**config.mk**
```make
export PLATFORM = sky130hd
export DESIGN_NAME = dial_gesture_remapper
export DESIGN_NICKNAME = d
export VERILOG_FILES = /design/src/rtl/dgr_pkg.sv /design/src/rtl/dgr_step.sv /design/src/rtl/dial_gesture_remapper.sv
export SDC_FILE = /design/constraint.sdc
export NUM_CORES = 1
export LEC_CHECK = 0
export ABC_AREA = 1
export ABC_CLOCK_PERIOD_IN_PS = 6790
export BUFFER_PORTS_ARGS = -buffer_cell sky130_fd_sc_hd__buf_2
export CAP_MARGIN = 30
export CORE_UTILIZATION = 69
export CTS_CLUSTER_DIAMETER = 100
export DETAILED_ROUTE_END_ITERATION = 10
export GPL_TIMING_DRIVEN = 0
export PLACE_DENSITY = 0.95
export SYNTH_ARGS = -nofsm -noshare
export SYNTH_HDL_FRONTEND = slang
export SYNTH_SLANG_ARGS = --single-unit
export TNS_END_PERCENT = 1
```
**constraint.sdc**
```tcl
create_clock -name clk_i -period 6.79 [get_ports clk_i]
set_clock_uncertainty 0.1 [all_clocks]
set_input_delay 2.037 -clock clk_i [delete_from_list [all_inputs] [get_ports clk_i]]
set_output_delay 2.037 -clock clk_i [all_outputs]
set_load 0.02 [all_outputs]
```
**src/rtl/dgr_pkg.sv**
```systemverilog
// types, codes and helpers of the dial gesture remapper
package dgr_pkg;

  // input opcodes
  localparam logic [1:0] OP_USAGE     = 2'd0;
  localparam logic [1:0] OP_TICK      = 2'd1;
  localparam logic [1:0] OP_LINK_LOST = 2'd2;

  // result actions
  localparam logic [1:0] ACT_CONSUMER = 2'd0;
  localparam logic [1:0] ACT_KEYBOARD = 2'd1;
  localparam logic [1:0] ACT_WAKEUP   = 2'd2;

  // configuration register indexes
  localparam logic [1:0] CFG_TAP_WINDOW    = 2'd0;
  localparam logic [1:0] CFG_MODE_HOLD     = 2'd1;
  localparam logic [1:0] CFG_RELEASE_DELAY = 2'd2;
  localparam logic [1:0] CFG_FINE_MODS     = 2'd3;

  localparam logic [15:0] TAP_WINDOW_RST    = 16'd500;
  localparam logic [15:0] MODE_HOLD_RST     = 16'd1000;
  localparam logic [7:0]  RELEASE_DELAY_RST = 8'd5;
  localparam logic        FINE_MODS_RST     = 1'b1;

  // consumer usages
  localparam logic [7:0] U_MUTE       = 8'hE2;
  localparam logic [7:0] U_PLAY_PAUSE = 8'hCD;
  localparam logic [7:0] U_SCAN_NEXT  = 8'hB5;
  localparam logic [7:0] U_SCAN_PREV  = 8'hB6;
  localparam logic [7:0] U_VOL_UP     = 8'hE9;
  localparam logic [7:0] U_VOL_DOWN   = 8'hEA;
  localparam logic [7:0] U_BRIGHT_UP  = 8'h6F;
  localparam logic [7:0] U_BRIGHT_DN  = 8'h70;

  // keyboard modifiers and keys
  localparam logic [7:0] MOD_NONE = 8'h00;
  localparam logic [7:0] MOD_FINE = 8'h06;
  localparam logic [7:0] MOD_LOCK = 8'h09;
  localparam logic [7:0] KEY_NONE = 8'h00;
  localparam logic [7:0] KEY_Q    = 8'h14;

  localparam int unsigned MaxResults = 3;
  localparam int unsigned CntW       = $clog2(MaxResults + 1);

  typedef struct packed {
    logic [1:0] opcode;
    logic [7:0] usage;
    logic       host_suspended;
    logic       host_ready;
  } dgr_in_t;

  typedef struct packed {
    logic [1:0]  action;
    logic [15:0] consumer_usage;
    logic [7:0]  key_modifiers;
    logic [7:0]  key_code;
    logic        last_of_run;
  } dgr_out_t;

  typedef struct packed {
    logic [15:0] tap_span_ms;
    logic [15:0] hold_ext_ms;
    logic [7:0]  release_delay_ms;
    logic        fine_mods;
  } dgr_cfg_t;

  typedef struct packed {
    logic [31:0] now_ms;
    logic [31:0] mode_deadline;
    logic [31:0] release_deadline;
    logic        dial_is_track;
    logic        consumer_held;
    logic        keyboard_held;
    logic        input_pressed;
    logic        mode_used;
  } dgr_state_t;

  function automatic dgr_out_t mk_res(logic [1:0] act, logic [15:0] cu,
                                      logic [7:0] mods, logic [7:0] key);
    dgr_out_t r;
    r.action         = act;
    r.consumer_usage = cu;
    r.key_modifiers  = mods;
    r.key_code       = key;
    r.last_of_run    = 1'b0;
    return r;
  endfunction

endpackage

```
**src/rtl/dgr_step.sv**
```systemverilog
// gesture decode and timing for one request: next state and up to three results
module dgr_step import dgr_pkg::*; (
  input  dgr_in_t    item_i,
  input  dgr_cfg_t   cfg_i,
  input  dgr_state_t st_i,
  output dgr_state_t st_o,
  output dgr_out_t   res_o [MaxResults],
  output logic [CntW-1:0] cnt_o
);

  always_comb begin
    dgr_state_t      s;
    logic [CntW-1:0] n;
    logic            do_send;
    logic [7:0]      send_usage;
    logic            send_fine;
    logic            up;
    logic [31:0]     diff;
    logic            rdy;

    s          = st_i;
    n          = '0;
    do_send    = 1'b0;
    send_usage = 8'h00;
    send_fine  = 1'b0;
    up         = (item_i.usage == U_VOL_UP);
    rdy        = item_i.host_ready;
    diff       = '0;
    for (int i = 0; i < MaxResults; i++) begin
      res_o[i] = '0;
    end

    case (item_i.opcode)
      OP_USAGE: begin
        if (item_i.usage == 8'h00) begin
          s.input_pressed = 1'b0;
        end else if (!st_i.input_pressed) begin
          s.input_pressed = 1'b1;
          if (item_i.host_suspended) begin
            res_o[n] = mk_res(ACT_WAKEUP, 16'h0000, MOD_NONE, KEY_NONE);
            n = n + 1'b1;
          end else if (item_i.usage inside {U_MUTE, U_PLAY_PAUSE}) begin
            s.dial_is_track = (item_i.usage == U_PLAY_PAUSE);
            s.mode_deadline = st_i.now_ms + {16'h0000, cfg_i.tap_span_ms};
            s.mode_used     = 1'b0;
          end else if (item_i.usage == U_SCAN_NEXT) begin
            s.mode_deadline = '0;
            if (rdy) begin
              res_o[n] = mk_res(ACT_KEYBOARD, 16'h0000, MOD_LOCK, KEY_Q);
              n = n + 1'b1;
              s.keyboard_held    = 1'b1;
              s.release_deadline = st_i.now_ms + {24'h000000, cfg_i.release_delay_ms};
            end
          end else if (item_i.usage inside {U_VOL_UP, U_VOL_DOWN}) begin
            diff    = st_i.mode_deadline - st_i.now_ms;
            do_send = 1'b1;
            // window still open: deadline strictly ahead of now
            if (st_i.mode_deadline != '0 && !diff[31] && diff != '0) begin
              s.mode_used     = 1'b1;
              s.mode_deadline = st_i.now_ms + {16'h0000, cfg_i.hold_ext_ms};
              if (!st_i.dial_is_track) begin
                send_usage = up ? U_BRIGHT_UP : U_BRIGHT_DN;
                send_fine  = cfg_i.fine_mods;
              end else begin
                send_usage = up ? U_SCAN_NEXT : U_SCAN_PREV;
              end
            end else begin
              s.mode_deadline = '0;
              send_usage      = up ? U_VOL_UP : U_VOL_DOWN;
              send_fine       = cfg_i.fine_mods;
            end
          end
        end
      end
      OP_TICK: begin
        s.now_ms = st_i.now_ms + 32'd1;
        diff = s.now_ms - st_i.release_deadline;
        if ((st_i.consumer_held || st_i.keyboard_held) && !diff[31] && rdy) begin
          if (st_i.consumer_held) begin
            res_o[n] = mk_res(ACT_CONSUMER, 16'h0000, MOD_NONE, KEY_NONE);
            s.consumer_held = 1'b0;
          end else begin
            res_o[n] = mk_res(ACT_KEYBOARD, 16'h0000, MOD_NONE, KEY_NONE);
            s.keyboard_held = 1'b0;
          end
          n = n + 1'b1;
        end
        diff = s.now_ms - st_i.mode_deadline;
        if (st_i.mode_deadline != '0 && !diff[31]) begin
          // window expired unused: plain mute or play/pause
          if (!st_i.mode_used) begin
            do_send    = 1'b1;
            send_usage = st_i.dial_is_track ? U_PLAY_PAUSE : U_MUTE;
          end
          s.mode_deadline = '0;
        end
      end
      OP_LINK_LOST: begin
        s.input_pressed = 1'b0;
      end
      default: begin
      end
    endcase

    // consumer send, with modifier report first when needed
    if (do_send && rdy) begin
      if (send_fine || s.keyboard_held) begin
        res_o[n] = mk_res(ACT_KEYBOARD, 16'h0000, send_fine ? MOD_FINE : MOD_NONE,
                          KEY_NONE);
        n = n + 1'b1;
        s.keyboard_held = send_fine;
      end
      res_o[n] = mk_res(ACT_CONSUMER, {8'h00, send_usage}, MOD_NONE, KEY_NONE);
      n = n + 1'b1;
      s.consumer_held    = 1'b1;
      s.release_deadline = s.now_ms + {24'h000000, cfg_i.release_delay_ms};
    end

    if (n != '0) begin
      res_o[n - 1'b1].last_of_run = 1'b1;
    end

    st_o  = s;
    cnt_o = n;
  end

endmodule

```
**src/rtl/dial_gesture_remapper.sv**
```systemverilog
// Dial gesture remapper: turns pod usage bytes, millisecond ticks and link-loss
// requests into consumer, keyboard and remote wakeup results. A request is held in
// the input register until the result register is free, then the step logic writes
// its next state and all of its results (zero to three) into the result register at
// once. The result register drains one result per cycle while out_ready_i is high, and
// takes the next request's results as its last result leaves, so requests with at
// most one result stream at one per cycle while the output is ready. Configuration
// writes are registered; the user must make them only while the block is idle, and
// the block itself does not enforce this.
module dial_gesture_remapper import dgr_pkg::*; (
  input  logic        clk_i,
  input  logic        rst_ni,
  input  logic        cfg_we_i,
  input  logic [1:0]  cfg_idx_i,
  input  logic [15:0] cfg_data_i,
  input  logic        in_valid_i,
  output logic        in_ready_o,
  input  dgr_in_t     in_data_i,
  output logic        out_valid_o,
  input  logic        out_ready_i,
  output dgr_out_t    out_data_o
);

  dgr_cfg_t        cfg_q;
  dgr_state_t      st_q, st_d;
  dgr_in_t         item_q;
  logic            item_vld_q;
  dgr_out_t        res_q [MaxResults];
  dgr_out_t        res_d [MaxResults];
  logic [CntW-1:0] cnt_q, cnt_d;
  logic            batch_load;
  logic            pop;

  dgr_step u_step (
    .item_i (item_q),
    .cfg_i  (cfg_q),
    .st_i   (st_q),
    .st_o   (st_d),
    .res_o  (res_d),
    .cnt_o  (cnt_d)
  );

  assign pop         = out_valid_o && out_ready_i;
  // result register frees up when empty or when its last result leaves now
  assign batch_load  = item_vld_q && (cnt_q == '0 || (cnt_q == CntW'(1) && out_ready_i));
  assign in_ready_o  = !item_vld_q || batch_load;
  assign out_valid_o = (cnt_q != '0);
  assign out_data_o  = res_q[0];

  always_ff @(posedge clk_i or negedge rst_ni) begin
    if (!rst_ni) begin
      cfg_q.tap_span_ms      <= TAP_WINDOW_RST;
      cfg_q.hold_ext_ms      <= MODE_HOLD_RST;
      cfg_q.release_delay_ms <= RELEASE_DELAY_RST;
      cfg_q.fine_mods        <= FINE_MODS_RST;
    end else if (cfg_we_i) begin
      case (cfg_idx_i)
        CFG_TAP_WINDOW:    cfg_q.tap_span_ms      <= cfg_data_i;
        CFG_MODE_HOLD:     cfg_q.hold_ext_ms      <= cfg_data_i;
        CFG_RELEASE_DELAY: cfg_q.release_delay_ms <= cfg_data_i[7:0];
        CFG_FINE_MODS:     cfg_q.fine_mods        <= cfg_data_i[0];
        default: begin
        end
      endcase
    end
  end

  always_ff @(posedge clk_i or negedge rst_ni) begin
    if (!rst_ni) begin
      item_vld_q <= 1'b0;
    end else if (in_valid_i && in_ready_o) begin
      item_vld_q <= 1'b1;
    end else if (batch_load) begin
      item_vld_q <= 1'b0;
    end
  end

  always_ff @(posedge clk_i) begin
    if (in_valid_i && in_ready_o) begin
      item_q <= in_data_i;
    end
  end

  always_ff @(posedge clk_i or negedge rst_ni) begin
    if (!rst_ni) begin
      st_q  <= '0;
      cnt_q <= '0;
    end else if (batch_load) begin
      st_q  <= st_d;
      cnt_q <= cnt_d;
    end else if (pop) begin
      cnt_q <= cnt_q - 1'b1;
    end
  end

  always_ff @(posedge clk_i) begin
    if (batch_load) begin
      res_q <= res_d;
    end else if (pop) begin
      for (int i = 0; i < MaxResults - 1; i++) begin
        res_q[i] <= res_q[i + 1];
      end
    end
  end

endmodule

```
# Word-level counts from Yosys, hierarchy flattened

Index checks and enable logic that the tools add are counted.

Muxes and demuxes: 108
Div/mod/pow operators: 0
Add/sub/neg operators: 12
Reduce and logical (&&, ||, !) cells: 52
Equality and inequality tests: 21
$mul: 0
Shifts and indexed selects: 0
Magnitude comparators: 6
Bitwise operators: 6

Operators by type and width:

| kind                                                             | count |
|---|---|
| 105-bit 2-to-1 mux                                               | 4 |
| 32-bit 2-to-1 mux                                                | 10 |
| 105-bit bitwise mux                                              | 3 |
| 35-bit 2-to-1 mux                                                | 8 |
| 35-bit demux with 2-bit select                                   | 3 |
| 65-bit 2-to-1 mux                                                | 3 |
| 70-bit 2-to-1 mux                                                | 2 |
| 32-bit subtractor                                                | 3 |
| 8-bit 2-to-1 mux                                                 | 10 |
| 35-bit one-hot mux with 2 select lines                           | 1 |
| 34-bit 2-to-1 mux                                                | 2 |
| 32-bit by 16-bit adder with 32-bit output                        | 2 |
| 32-bit by 8-bit adder with 32-bit output                         | 2 |
| 32-bit one-hot mux with 2 select lines                           | 1 |
| 32-bit nonzero test                                              | 2 |
| 8-bit equality test (second input constant)                      | 5 |
| 1-bit 2-to-1 mux                                                 | 38 |
| 33-bit 2-to-1 mux                                                | 1 |
| 32-bit by 1-bit adder with 32-bit output (second input constant) | 1 |
| 2-bit nonzero test                                               | 15 |
| 2-bit 2-to-1 mux                                                 | 13 |
| 8-bit one-hot mux with 2 select lines                            | 1 |
| 8-bit AND reduction                                              | 2 |
| 1-bit logical AND                                                | 13 |
| other kinds (24)                                                 | 60 |

Bits in latches: 0
Bits in read-only memories: 0
Memory bits (writable): 0
Memories kept: 0
Register bits: 262

# Longest topological paths before layout

Depth after elaboration: 26
Gate-level depth with buffers: 29

# Cells and area by module

Synthesis repeated with hierarchy kept, for this count alone.

Cell total of the unflattened synthesis: 3381
Area total of the unflattened synthesis: 22725.5 um^2

Modules (own cells, without submodules):

| module                | seq. area each (um^2) | cells an instance | times used | area each (um^2) |
|---|---|---|---|---|
| dgr_step              | 0.0                   | 2393              | 1          | 12415.7 |
| dial_gesture_remapper | 7160.6                | 988               | 1          | 10309.9 |

# Least setup slack after synthesis

No wires, ideal clock.

Path kind: in2out
Start point: input port out_ready_i
End point: output port in_ready_o
Slack: 2279 ps
Path buffers: 0
Arrival: 2374 ps
Cell stages on the path: 2
Data required time: 4653 ps
Cells stage by stage: a21oi_1 > nand2_1

Word-level cells in the longest chain between the ends: 4

RTL lines:

| item              | line                        | text |
|---|---|---|
| start, declared   | dial_gesture_remapper.sv:20 | `input logic out_ready_i,` |
| 1-bit logical AND | dial_gesture_remapper.sv:45 | `assign batch_load = item_vld_q && (cnt_q == '0 \|\| (cnt_q == CntW'(1) && out_ready_i));` |
| 1-bit logical OR  | dial_gesture_remapper.sv:45 |  |
| 1-bit logical AND | dial_gesture_remapper.sv:45 |  |
| 1-bit logical OR  | dial_gesture_remapper.sv:46 | `assign in_ready_o = !item_vld_q \|\| batch_load;` |
| end, declared     | dial_gesture_remapper.sv:17 | `output logic in_ready_o,` |

No other way between the ends.

# Final worst setup path

Start point: register st_q[83] in the netlist's numbering
End point: register st_q[37] in the netlist's numbering

Word-level cells in the longest chain between the ends: 12
Elaborated cells on any way between the ends: 19

RTL lines:

| item                                                                              | line                        | text |
|---|---|---|
| start, declared                                                                   | dial_gesture_remapper.sv:25 | `dgr_state_t st_q, st_d;` |
| start signal, assigned                                                            | dial_gesture_remapper.sv:89 | `st_q <= st_d;` |
| branches (longest 12 deep; another with 32-bit by 1-bit adder with 32-bit output) | -                           |  |

Several ways; the timed one is not identified. The select of a mux whose other input is x is not followed.
A chain may end at the register's enable or synchronous reset.

==> impl_results.md <==
- Cell area after layout: 19,300 µm²
- Area after DPL: about 19,000 µm²
- Post-CTS Setup Bufs: 0
- Hpwl dp: around 47 mm
- Ys async rst share: 0.763
- Setup_tns: 0 ps
- Synth Warn #: 0
- Pleak: 9.98 nW
- Vias/cell: 6.02
- Sequential area share after synthesis: 0.280
- Worst relative slew slack: 0.382
- Count of buffers from port buffering: 53
- Ant diodes: 0
- Met2 usage: 0.693
- 1st-iter DRT viols: 2,563
- Max-cap violations: 0
- Clock transition at path regs: 80 ps
- TritonCTS Buffers: 17
- RePlAce Congestion: 1.16
- # hold bufs at CTS: 0
- Max VDD drop: 240 µV
- # rows: 58
- Starting Density: 0.707
- WP data required: 7080 ps
- Final WL: 59.0 mm
- Crit end category: register
- Syn avg cell area: ~6.6 µm²
- Share of layout cells above drive strength 1: 0.0834
- Final period utilization: 0.824
- Type of origin of the critical path: register
- Total grt overflow: 0
- Largest net degree at the start of global routing: between 80 and 90
- Post-route ant nets: 0
- CTS root buf: clkbuf_16
- Core Footprint: 25,300 µm²
- Kind of critical path: reg -> reg
- HP Class: reg -> reg
- Synthesis-to-layout area growth: 8.11%
- Minimum clock period: 5590 ps
- Worst-path fanout max: 10
- Final net count: 2,995
- Most frequent cells in the layout: nand2_1, inv_1, nor2_1, o21ai_0, ha_1
- H-tree depth: 4
- DIE AREA: 26,500 µm²
- Final Max Slew Viols: 0
- Sink Count: 190
- RSZ-0062 raised after global routing: no
- Fin. Hold Viols: 0
- Final core utilization: 0.765
- Dominant synthesized flop cell: dfrtp_1
- Tightest Pin Transition: 920 ps
- Number of synthesized flops with an enable pin: 45
- TritonRoute pass-1 iters: 7
- Most Crowded Layer GR: met2
- TritonCTS clock tree: built
- Worst-Skew Late Latency: 460 ps
- Crit path DAT: 5890 ps
- Vias in the first global route: 17,800
- Power Dens Cells: 350 nW/µm²
- Routed len/inst: about 19 µm
- Fmax: roughly 0.18 GHz
- GRT Total Usage: 0.452
- Die Width: 163 µm
- DRC errors left: 0
- Cells after synthesis: 2,714
- Post_cts resized: 0
- Initial antenna violation count: 1
- Commonest non-fill, non-tap cell in the layout: nand2_1
- Synthesized cell area: 17,900 µm²
- Register bit total from synthesis: 190
- Final setup violation count: 0
- Clk buf depth: 2
- GR Util met3: 0.107
- Status: complete, no violations
- Post-synth cell types: 54
- Vias: 19,000
- Die height: between 150 and 200 µm
- First-pass GRT wire length: about 90 mm
- Met1 Track Usage GR: 0.576
- Io pins: between 70 and 80
## report_power, final
group	leakage, nW	internal (mW)	switching, mW	total (mW)
clock network	0.305	0.520	0.576	1.10
registers	2.26	1.47	0.237	1.71
logic	7.42	1.25	2.71	3.96
## synth_stat cells (all sizes together) (2+ instances only)
library cell,instances,share of area
dfstp,15,0.022
o221ai,2,0.00098
a31oi,8,0.0028
nor3,42,0.015
o21bai,3,0.0013
fa,5,0.0056
edfxtp,45,0.076
a21o,3,0.0013
o21a,5,0.0021
clkinv,4,0.00084
buf,68,0.026
clkbuf,30,0.0064
o21ai,204,0.058
nand3,141,0.041
a21oi,127,0.036
and2,6,0.0021
xnor2,22,0.011
or2,3,0.0011
o22ai,30,0.011
o31ai,2,0.00084
nor4,4,0.0026
xor2,74,0.037
dfrtp,130,0.18
o211ai,16,0.0067
nand3b,4,0.0017
a21boi,5,0.0021
nor2,207,0.047
inv,419,0.088
nand2,894,0.19
nand4,43,0.017
ha,149,0.10
## final timing paths
check	start	endpoint	slack, ps	depth (start not counted)
max	st_q[83]	st_q[37]	1200	22
min	st_q[30]	st_q[30]	380	2
max reg2reg	st_q[83]	st_q[37]	1200	22
min reg2reg	st_q[30]	st_q[30]	380	2
max in group asynchronous	rst_ni	cfg_q[27]	4260	2
min in group asynchronous	rst_ni	st_q[64]	1440	1
## final cells by class
type	count	area (µm²)
plain buffers	98	582
clock buffers	18	433
clock inverters	14	198
fillers	2020	5940
inverters	423	1590
multi-input cells	2020	10800
flip-flops and latches	190	5000
well taps	330	413
repair buffers	56	342
## per-stage QoR
stage,worst slack [ps],cells,hold WS [ps],power (mW)
final,1200,3149,384,6.76
after global routing,1080,3149,405,7.18
after CTS,1630,3147,387,6.57
after detailed placement,1680,3115,365,5.48
after global placement,1460,3114,364,5.33
after floorplan,2280,2731,349,4.37
## routing by layer
layer,share of wire,wire length (µm)
met5,0.00019,11
met4,0.065,3840
met3,0.12,7370
met2,0.43,25500
met1,0.38,22400
## logic make-up (layout without fill, tap and decap cells)
family | Yosys count | in the layout | share of synthesized area
and+or+nand+nor | 1345 | 1345 | 0.317
buffers and inverters | 521 | 609 | 0.121
AOI/OAI and AO/OA | 407 | 407 | 0.124
DFF | 190 | 190 | 0.280
adders and majority gates | 154 | 154 | 0.110
xor gates and xnor gates | 96 | 96 | 0.0475
other | 1 | 18 | 0.000210
## critical path: stages, from the launching register on
cell      delay, ps
dfrtp_1         500
clkbuf_2        240
nand2_1         170
nor3_1          530
nand2_1         190
nor2_1          160
nand2_1         110
xor2_1          490
ha_1            350
nand2_1          80
o21ai_0         110
nand2_1          80
o211ai_1        140
a21oi_1         360
nand2_1         130
nand2_2         140
nand3_1          90
nand2_1         140
nand4_4         230
nor4_4          760
buf_6           270
nand2_1          90
nand2_1          70
## registers in the layout, summed over array words and instances, names as in the netlist
register / cells
item_q: 12
cnt_q: 2
cfg_q: 41
st_q: 101
out_data_o: 13
res_q: 20
item_vld_q: 1
(Power assumes the default switching activity.)
